===== config.mk =====
export PLATFORM = sky130hd
export DESIGN_NAME = shaded_rgb_to_16bit_pixel_pack_unit
export DESIGN_NICKNAME = d
export VERILOG_FILES = /design/src/rgbpk_pkg.sv /design/src/shaded_rgb_to_16bit_pixel_pack_unit.sv /design/src/rgbpk_cfg.sv /design/src/rgbpk_luma.sv /design/src/rgbpk_scale.sv /design/src/rgbpk_pack.sv
export SDC_FILE = /design/constraint.sdc
export NUM_CORES = 2
export LEC_CHECK = 0
export ABC_AREA = 1
export BUFFER_PORTS_ARGS = -buffer_cell sky130_fd_sc_hd__buf_2
export CAP_MARGIN = 5
export CORE_UTILIZATION = 30
export CTS_CLUSTER_SIZE = 10
export DETAILED_ROUTE_END_ITERATION = 12
export GPL_ROUTABILITY_DRIVEN = 1
export GPL_TIMING_DRIVEN = 0
export PLACE_DENSITY = 0.53
export SLEW_MARGIN = 0
export SYNTH_ARGS = -nofsm -noshare
export SYNTH_HDL_FRONTEND = slang
export SYNTH_SLANG_ARGS = --single-unit

===== constraint.sdc =====
create_clock -name i_clk -period 14.43 [get_ports i_clk]
set_input_delay 0 -clock i_clk [delete_from_list [all_inputs] [get_ports i_clk]]
set_output_delay 0 -clock i_clk [all_outputs]
set_load 0.01 [all_outputs]

===== src/rgbpk_pkg.sv =====
`default_nettype none

package rgbpk_pkg;

    localparam int CHAN_W  = 8;
    localparam int SCALE_W = 16;
    localparam int PIX_W   = 16;
    localparam int SHIFT_W = 5;
    localparam int CFG_IDX_W  = 3;
    localparam int CFG_DATA_W = 16;

    // floor(x * c / 1000) == (x * c * ceil(2^27 / 1000)) >> 27, exact for x * c < 493446
    localparam int LUMA_SHIFT = 27;
    localparam int LUMA_KW    = 27;
    localparam logic [LUMA_KW-1:0] LUMA_K_R = 27'd40131182;
    localparam logic [LUMA_KW-1:0] LUMA_K_G = 27'd78785966;
    localparam logic [LUMA_KW-1:0] LUMA_K_B = 27'd15300852;

    localparam logic [CHAN_W-1:0] CHAN_MAX      = 8'd255;
    localparam logic [PIX_W-1:0]  BLACK_STANDIN = 16'h0001;

    typedef enum logic [CFG_IDX_W-1:0] {
        CFG_MONO_MODE   = 3'd0,
        CFG_RED_SHIFT   = 3'd1,
        CFG_GREEN_SHIFT = 3'd2,
        CFG_BLUE_SHIFT  = 3'd3,
        CFG_RED_MASK    = 3'd4,
        CFG_GREEN_MASK  = 3'd5,
        CFG_BLUE_MASK   = 3'd6,
        CFG_ALPHA_MASK  = 3'd7
    } t_cfg_idx;

    typedef struct packed {
        logic                      mono_mode;
        logic signed [SHIFT_W-1:0] red_shift;
        logic signed [SHIFT_W-1:0] green_shift;
        logic signed [SHIFT_W-1:0] blue_shift;
        logic [PIX_W-1:0]          red_mask;
        logic [PIX_W-1:0]          green_mask;
        logic [PIX_W-1:0]          blue_mask;
        logic [PIX_W-1:0]          alpha_mask;
    } t_cfg;

    typedef struct packed {
        logic [CHAN_W-1:0] r;
        logic [CHAN_W-1:0] g;
        logic [CHAN_W-1:0] b;
    } t_rgb;

    typedef struct packed {
        logic [SCALE_W-1:0] r;
        logic [SCALE_W-1:0] g;
        logic [SCALE_W-1:0] b;
    } t_scale;

endpackage

`default_nettype wire


===== src/shaded_rgb_to_16bit_pixel_pack_unit.sv =====
`default_nettype none

// Channel   Direction  Handshake                 Payload
// in        input      i_in_valid / o_in_stall   i_red i_green i_blue, *_scale
// out       output     o_out_valid / i_out_stall o_pixel
// cfg       input      i_cfg_valid / o_cfg_ready i_cfg_index i_cfg_data
//
// One color per cycle while the output is not stalled, through the luma product,
// luma sum, scale multiply and pack register stages.
// Each stage takes a new item when empty or when the stage after it moves on,
// so bubbles close up under an output stall and nothing is lost or repeated.
// Synchronous active-low reset empties the pipeline and clears the config registers; data registers are not reset.
// The config port never stalls.
module shaded_rgb_to_16bit_pixel_pack_unit (
    input  wire logic                               i_clk,
    input  wire logic                               i_rst_n,
    input  wire logic                               i_in_valid,
    output logic                                    o_in_stall,
    input  wire logic [rgbpk_pkg::CHAN_W-1:0]       i_red,
    input  wire logic [rgbpk_pkg::CHAN_W-1:0]       i_green,
    input  wire logic [rgbpk_pkg::CHAN_W-1:0]       i_blue,
    input  wire logic [rgbpk_pkg::SCALE_W-1:0]      i_red_scale,
    input  wire logic [rgbpk_pkg::SCALE_W-1:0]      i_green_scale,
    input  wire logic [rgbpk_pkg::SCALE_W-1:0]      i_blue_scale,
    output logic                                    o_out_valid,
    input  wire logic                               i_out_stall,
    output logic [rgbpk_pkg::PIX_W-1:0]             o_pixel,
    input  wire logic                               i_cfg_valid,
    output logic                                    o_cfg_ready,
    input  wire logic [rgbpk_pkg::CFG_IDX_W-1:0]    i_cfg_index,
    input  wire logic [rgbpk_pkg::CFG_DATA_W-1:0]   i_cfg_data
);

    rgbpk_pkg::t_cfg    cfg;
    rgbpk_pkg::t_rgb    in_rgb;
    rgbpk_pkg::t_scale  in_scale;
    logic               luma_ready;
    logic               luma_valid;
    rgbpk_pkg::t_rgb    luma_chan;
    rgbpk_pkg::t_scale  luma_scale;
    logic               scale_ready;
    logic               scale_valid;
    rgbpk_pkg::t_rgb    scale_chan;
    logic               pack_ready;

    assign o_cfg_ready = 1'b1;

    always_comb begin
        in_rgb.r   = i_red;
        in_rgb.g   = i_green;
        in_rgb.b   = i_blue;
        in_scale.r = i_red_scale;
        in_scale.g = i_green_scale;
        in_scale.b = i_blue_scale;
    end

    rgbpk_cfg u_cfg (
        .i_clk       (i_clk),
        .i_rst_n     (i_rst_n),
        .i_cfg_valid (i_cfg_valid & o_cfg_ready),
        .i_cfg_index (i_cfg_index),
        .i_cfg_data  (i_cfg_data),
        .o_cfg       (cfg)
    );

    rgbpk_luma u_luma (
        .i_clk        (i_clk),
        .i_rst_n      (i_rst_n),
        .i_mono_mode  (cfg.mono_mode),
        .i_valid      (i_in_valid),
        .i_rgb        (in_rgb),
        .i_scale      (in_scale),
        .o_ready      (luma_ready),
        .i_ready_next (scale_ready),
        .o_valid      (luma_valid),
        .o_chan       (luma_chan),
        .o_scale      (luma_scale)
    );

    rgbpk_scale u_scale (
        .i_clk        (i_clk),
        .i_rst_n      (i_rst_n),
        .i_valid      (luma_valid),
        .i_chan       (luma_chan),
        .i_scale      (luma_scale),
        .o_ready      (scale_ready),
        .i_ready_next (pack_ready),
        .o_valid      (scale_valid),
        .o_chan       (scale_chan)
    );

    rgbpk_pack u_pack (
        .i_clk   (i_clk),
        .i_rst_n (i_rst_n),
        .i_cfg   (cfg),
        .i_valid (scale_valid),
        .i_chan  (scale_chan),
        .o_ready (pack_ready),
        .i_stall (i_out_stall),
        .o_valid (o_out_valid),
        .o_pixel (o_pixel)
    );

    assign o_in_stall = !luma_ready;

endmodule

`default_nettype wire


===== src/rgbpk_cfg.sv =====
`default_nettype none

module rgbpk_cfg (
    input  wire logic                               i_clk,
    input  wire logic                               i_rst_n,
    input  wire logic                               i_cfg_valid,
    input  wire logic [rgbpk_pkg::CFG_IDX_W-1:0]    i_cfg_index,
    input  wire logic [rgbpk_pkg::CFG_DATA_W-1:0]   i_cfg_data,
    output rgbpk_pkg::t_cfg                         o_cfg
);

    rgbpk_pkg::t_cfg r_cfg;
    rgbpk_pkg::t_cfg n_cfg;

    always_comb begin
        n_cfg = r_cfg;
        if (i_cfg_valid) begin
            unique case (rgbpk_pkg::t_cfg_idx'(i_cfg_index))
                rgbpk_pkg::CFG_MONO_MODE:   n_cfg.mono_mode   = i_cfg_data[0];
                rgbpk_pkg::CFG_RED_SHIFT:   n_cfg.red_shift   = i_cfg_data[rgbpk_pkg::SHIFT_W-1:0];
                rgbpk_pkg::CFG_GREEN_SHIFT: n_cfg.green_shift = i_cfg_data[rgbpk_pkg::SHIFT_W-1:0];
                rgbpk_pkg::CFG_BLUE_SHIFT:  n_cfg.blue_shift  = i_cfg_data[rgbpk_pkg::SHIFT_W-1:0];
                rgbpk_pkg::CFG_RED_MASK:    n_cfg.red_mask    = i_cfg_data;
                rgbpk_pkg::CFG_GREEN_MASK:  n_cfg.green_mask  = i_cfg_data;
                rgbpk_pkg::CFG_BLUE_MASK:   n_cfg.blue_mask   = i_cfg_data;
                rgbpk_pkg::CFG_ALPHA_MASK:  n_cfg.alpha_mask  = i_cfg_data;
                default: ;
            endcase
        end
    end

    always_ff @(posedge i_clk) begin
        if (!i_rst_n) begin
            r_cfg <= '0;
        end else begin
            r_cfg <= n_cfg;
        end
    end

    assign o_cfg = r_cfg;

endmodule

`default_nettype wire


===== src/rgbpk_luma.sv =====
`default_nettype none

module rgbpk_luma (
    input  wire logic               i_clk,
    input  wire logic               i_rst_n,
    input  wire logic               i_mono_mode,
    input  wire logic               i_valid,
    input  wire rgbpk_pkg::t_rgb    i_rgb,
    input  wire rgbpk_pkg::t_scale  i_scale,
    output logic                    o_ready,
    input  wire logic               i_ready_next,
    output logic                    o_valid,
    output rgbpk_pkg::t_rgb         o_chan,
    output rgbpk_pkg::t_scale       o_scale
);

    localparam int PW = rgbpk_pkg::CHAN_W + rgbpk_pkg::LUMA_KW;

    logic                 r_v1;
    rgbpk_pkg::t_rgb      r_rgb1;
    rgbpk_pkg::t_rgb      r_term1;
    rgbpk_pkg::t_scale    r_scale1;
    logic                 r_v2;
    rgbpk_pkg::t_rgb      r_chan2;
    rgbpk_pkg::t_scale    r_scale2;

    logic                 ready2;
    logic [PW-1:0]        prod_r;
    logic [PW-1:0]        prod_g;
    logic [PW-1:0]        prod_b;
    rgbpk_pkg::t_rgb      n_term1;
    logic [rgbpk_pkg::CHAN_W+1:0] lum_sum;
    logic [rgbpk_pkg::CHAN_W-1:0] lum;
    rgbpk_pkg::t_rgb      n_chan2;

    assign ready2  = !r_v2 || i_ready_next;
    assign o_ready = !r_v1 || ready2;

    assign prod_r = PW'(i_rgb.r) * PW'(rgbpk_pkg::LUMA_K_R);
    assign prod_g = PW'(i_rgb.g) * PW'(rgbpk_pkg::LUMA_K_G);
    assign prod_b = PW'(i_rgb.b) * PW'(rgbpk_pkg::LUMA_K_B);

    always_comb begin
        n_term1.r = prod_r[PW-1:rgbpk_pkg::LUMA_SHIFT];
        n_term1.g = prod_g[PW-1:rgbpk_pkg::LUMA_SHIFT];
        n_term1.b = prod_b[PW-1:rgbpk_pkg::LUMA_SHIFT];
    end

    assign lum_sum = (rgbpk_pkg::CHAN_W+2)'(r_term1.r) + (rgbpk_pkg::CHAN_W+2)'(r_term1.g)
                   + (rgbpk_pkg::CHAN_W+2)'(r_term1.b);
    assign lum = lum_sum[rgbpk_pkg::CHAN_W-1:0];

    always_comb begin
        if (i_mono_mode) begin
            n_chan2.r = lum;
            n_chan2.g = lum;
            n_chan2.b = lum;
        end else begin
            n_chan2 = r_rgb1;
        end
    end

    always_ff @(posedge i_clk) begin
        if (!i_rst_n) begin
            r_v1 <= 1'b0;
            r_v2 <= 1'b0;
        end else begin
            if (o_ready) begin
                r_v1 <= i_valid;
            end
            if (ready2) begin
                r_v2 <= r_v1;
            end
        end
    end

    always_ff @(posedge i_clk) begin
        if (o_ready) begin
            r_rgb1   <= i_rgb;
            r_term1  <= n_term1;
            r_scale1 <= i_scale;
        end
        if (ready2) begin
            r_chan2  <= n_chan2;
            r_scale2 <= r_scale1;
        end
    end

    assign o_valid = r_v2;
    assign o_chan  = r_chan2;
    assign o_scale = r_scale2;

endmodule

`default_nettype wire


===== src/rgbpk_scale.sv =====
`default_nettype none

module rgbpk_scale (
    input  wire logic               i_clk,
    input  wire logic               i_rst_n,
    input  wire logic               i_valid,
    input  wire rgbpk_pkg::t_rgb    i_chan,
    input  wire rgbpk_pkg::t_scale  i_scale,
    output logic                    o_ready,
    input  wire logic               i_ready_next,
    output logic                    o_valid,
    output rgbpk_pkg::t_rgb         o_chan
);

    localparam int MW = rgbpk_pkg::CHAN_W + rgbpk_pkg::SCALE_W;

    logic              r_v;
    rgbpk_pkg::t_rgb   r_chan;
    rgbpk_pkg::t_rgb   n_chan;

    function automatic logic [rgbpk_pkg::CHAN_W-1:0] scale_sat(
        input logic [rgbpk_pkg::CHAN_W-1:0]  c,
        input logic [rgbpk_pkg::SCALE_W-1:0] s
    );
        logic [MW-1:0] p;
        p = MW'(c) * MW'(s);
        if (p[MW-1:2*rgbpk_pkg::CHAN_W] != '0) begin
            return rgbpk_pkg::CHAN_MAX;
        end
        return p[2*rgbpk_pkg::CHAN_W-1:rgbpk_pkg::CHAN_W];
    endfunction

    always_comb begin
        n_chan.r = scale_sat(i_chan.r, i_scale.r);
        n_chan.g = scale_sat(i_chan.g, i_scale.g);
        n_chan.b = scale_sat(i_chan.b, i_scale.b);
    end

    assign o_ready = !r_v || i_ready_next;

    always_ff @(posedge i_clk) begin
        if (!i_rst_n) begin
            r_v <= 1'b0;
        end else if (o_ready) begin
            r_v <= i_valid;
        end
    end

    always_ff @(posedge i_clk) begin
        if (o_ready) begin
            r_chan <= n_chan;
        end
    end

    assign o_valid = r_v;
    assign o_chan  = r_chan;

endmodule

`default_nettype wire


===== src/rgbpk_pack.sv =====
`default_nettype none

module rgbpk_pack (
    input  wire logic                          i_clk,
    input  wire logic                          i_rst_n,
    input  wire rgbpk_pkg::t_cfg               i_cfg,
    input  wire logic                          i_valid,
    input  wire rgbpk_pkg::t_rgb               i_chan,
    output logic                               o_ready,
    input  wire logic                          i_stall,
    output logic                               o_valid,
    output logic [rgbpk_pkg::PIX_W-1:0]        o_pixel
);

    logic                          r_v;
    logic [rgbpk_pkg::PIX_W-1:0]   r_pixel;
    logic [rgbpk_pkg::PIX_W-1:0]   packed_pix;
    logic [rgbpk_pkg::PIX_W-1:0]   n_pixel;

    function automatic logic [rgbpk_pkg::PIX_W-1:0] place(
        input logic [rgbpk_pkg::CHAN_W-1:0]         c,
        input logic signed [rgbpk_pkg::SHIFT_W-1:0] sh
    );
        logic [rgbpk_pkg::SHIFT_W-1:0] amt;
        logic [rgbpk_pkg::PIX_W-1:0]   wide;
        amt  = rgbpk_pkg::SHIFT_W'(-sh);
        wide = rgbpk_pkg::PIX_W'(c);
        if (sh[rgbpk_pkg::SHIFT_W-1]) begin
            return wide >> amt;
        end
        return wide << sh[rgbpk_pkg::SHIFT_W-2:0];
    endfunction

    assign packed_pix = (place(i_chan.r, i_cfg.red_shift)   & i_cfg.red_mask)
                      | (place(i_chan.g, i_cfg.green_shift) & i_cfg.green_mask)
                      | (place(i_chan.b, i_cfg.blue_shift)  & i_cfg.blue_mask);

    always_comb begin
        if (packed_pix != '0) begin
            n_pixel = packed_pix | i_cfg.alpha_mask;
        end else if ((i_chan.r | i_chan.g | i_chan.b) != '0) begin
            n_pixel = rgbpk_pkg::BLACK_STANDIN | i_cfg.alpha_mask;
        end else begin
            n_pixel = '0;
        end
    end

    assign o_ready = !r_v || !i_stall;

    always_ff @(posedge i_clk) begin
        if (!i_rst_n) begin
            r_v <= 1'b0;
        end else if (o_ready) begin
            r_v <= i_valid;
        end
    end

    always_ff @(posedge i_clk) begin
        if (o_ready) begin
            r_pixel <= n_pixel;
        end
    end

    assign o_valid = r_v;
    assign o_pixel = r_pixel;

endmodule

`default_nettype wire

==> impl_metrics.json <==
{
  "fin_hold_ws_ps": 115,
  "synth_top_area_share_pct": 22.9,
  "synthTopCellsByArea": "fa_1, edfxtp_1, ha_1",
  "finalPower_mw": 6.37,
  "slew_headroom_pct": 26.3,
  "core_area_sq_um": 113000,
  "hold_viol_final": 0,
  "setup_viol": 0,
  "port_buffers": 112,
  "comb_power_share_pct": 70.4,
  "dieArea_sq_um": 115000,
  "initial_utilization_pct": 30.3,
  "ctsResizeCount": 0,
  "rr_worst_depth": 20,
  "slew_violations": 0,
  "internal-power_mw": 3.16,
  "antenna_found_initial": 1,
  "clk_pin_slew_ps": 50,
  "routed_via_density": 4.55,
  "crit_path_start_kind": "flip-flop",
  "clockBufferDepth": 3,
  "reg2reg_from": "u_luma.o_chan[12]",
  "drtIter0Drc": 1579,
  "fin_crit_sh_pct": 39.9,
  "grt_max_degree": 71,
  "worstSetupPathType": "flip-flop to flip-flop",
  "ir_drop_v": 0.000111,
  "power.density_nw_per_um2": 164,
  "fmaxAchievable_mhz": 174,
  "status": "complete, no violations",
  "pwr-share-seq_pct": 16.3,
  "end_kind": "flip-flop",
  "design_area_sq_um": 38700,
  "synthArstFlopShare_pct": 0,
  "dp_hpwl_um": 75700,
  "gp_congestion": 0.913,
  "cp-startpoint": "u_luma.o_chan[12]",
  "drc": 0,
  "die_h_um": 339,
  "synth_enable_flop_cells": 204,
  "synthesis.area_sq_um": 34200,
  "htree_levels": 2,
  "vias": 27600,
  "path_max_fanout": 10,
  "chipWidth_um": 339,
  "grt_overflow": 0,
  "layout_commonest_cell": "nand2_1",
  "wl_um": 92000,
  "swShare_pct": 50.4,
  "finClkSkew_ps": 28.8,
  "cts.sinks": 288,
  "placed_cell_area_sq_um": 36600,
  "synth-seq-area-share_pct": 22.9,
  "crit_required_ps": 14690,
  "tritoncts": "yes",
  "leakage_nw": 20.5,
  "num-nets-final": 5389,
  "areaGrowthSynthToFinish_pct": 13.4,
  "yosysWarningCount": 0,
  "r2r_setup_slack_ps": 8680,
  "synth_cells": 4291,
  "clk_latency_ps": 550,
  "drv_cap": 0,
  "ant_nets": 0,
  "setup-tns-final_ps": 0,
  "pwr-share-clk_pct": 13.3,
  "wl_per_cell_um": 15.2,
  "synth_area_per_cell_sq_um": 7.96,
  "tightest_slew_ps": 1100,
  "num_rows": 123,
  "grt_pass1_vias": 28200,
  "pre_cts_ws_ps": 8620,
  "r2r_end": "u_scale.o_chan[12]",
  "drive_above_1_share_pct": 5.28,
  "cts-root-buf": "clkbuf_16",
  "crit_end": "u_scale.o_chan[12]",
  "critPathArrivalTime_ps": 6020,
  "switchingPower_mw": 3.21,
  "ys.flop_type": "edfxtp_1",
  "grt_pass1_wl_um": 150000,
  "holdCritPathClass": "input port to flip-flop",
  "yosysUniqueCellTypes": 56,
  "rsz0062_at_grt": "no",
  "layout_common_cells": "nand2_1, inv_1, fa_1",
  "period_needed_ps": 5750,
  "drt_first_pass_iters": 5,
  "grt.total_usage_pct": 16.1,
  "final.setup.worst_slack_ps": 8680,
  "syn_nets": 5137,
  "synth_top_area_cell": "fa_1",
  "ioPinCount": 115,
  "cts-buffers-inserted": 37,
  "ys_ff_latch": 288
}
## synth_stat cells (all sizes together), types with 16 or more instances
library cell	count
o21ai	190
xor2	37
nor4	16
fa	390
nand2	1003
ha	360
a21oi	208
nand3	237
nor2	304
dfxtp	84
buf	22
xnor2	23
nor3	32
edfxtp	204
clkbuf	112
nand4	38
o21bai	16
a21o	29
inv	926
## power by group through the flow
stage,clock (mW),sequential (mW),combinational [mW]
6_report,0.846,1.04,4.48
5_1_grt,0.904,1.05,5.18
4_1_cts,0.873,1.04,4.52
3_5_place_dp,0,1.06,4.47
3_3_place_gp,0,1.06,4.46
2_1_floorplan,0,1.03,3.40
## cell type report
class	instances	area (sq um)
flip-flops and latches	288	7810
fillers	12000	73900
diodes	2	5.00
clock buffers	49	1030
inverters	930	3500
clock inverters	8	51.3
well taps	1500	1880
multi-input cells	2939	22300
plain buffers	134	544
repair buffers	213	1610
## metal layers
layer	up-vias	share of wire (%)	routed length [um]	global-route usage, %
met1	13000	46	42200	21.2
met2	534	48	43800	27.8
li1	13900	-	-	-
met4	0	2.9	2660	4.82
met5	-	0	0	0
met3	125	3.6	3300	1.59
## critical path, stage by stage, from the launching register on
cell	delay, ps
edfxtp_1	310
clkbuf_1	450
clkbuf_1	510
nand2_1	160
fa_1	580
fa_1	440
fa_1	520
fa_1	540
inv_1	40
ha_1	350
nand2_1	120
nor2_1	120
inv_1	80
nor4_2	260
o211ai_1	240
nand3_1	140
nand2_1	60
nand2_1	50
nand3_1	100
nor2_2	280
nand3_1	120
## worst min path at each step
stage / start / end / slack [ps] / depth (start not counted)
6_report: i_cfg_valid / u_cfg.o_cfg[3] / 120 / 5
4_1_cts: i_cfg_valid / u_cfg.o_cfg[3] / 70 / 5
3_3_place_gp: i_blue_scale[0] / u_luma.r_scale1[0] / 180 / 1
5_1_grt: i_cfg_valid / u_cfg.o_cfg[4] / 120 / 5
2_1_floorplan: i_blue[0] / u_luma.r_rgb1[0] / 100 / 0
3_5_place_dp: i_red_scale[8] / u_luma.r_scale1[40] / 180 / 1
## flip-flops by register name, summed over array words and instances (netlist names), 16 cells and up
name,flops
u_pack.o_pixel,16
u_luma.r_rgb1,24
u_cfg.o_cfg,80
u_luma.o_chan,24
u_luma.r_scale1,48
u_scale.o_chan,24
u_luma.r_term1,20
u_luma.o_scale,48
## repair_timing
item | in CTS | in global routing
buffers inserted | 0 | 0
hold buffers | 99 | 0
hold endpoints to repair | 153 | 0
## metrics by stage
step | utilization (%) | instances
floorplan | - | 4291
global placement | 32.5 | 5903
detailed placement | 32.5 | 5905
CTS | 34.4 | 6061
global route | 34.4 | 6062
finish | 34.4 | 6063
## cell families after synthesis
| group | synth area share (%) |
|---|---|
| and+or+nand+nor | 19.9 |
| adders and majority gates | 36.1 |
| DFF | 22.9 |
| xor gates and xnor gates | 1.56 |
| other | 0.0110 |
| AOI/OAI and AO/OA | 7.77 |
| buffers and inverters | 11.8 |
Note: power is estimated with default switching activity, not from simulation.
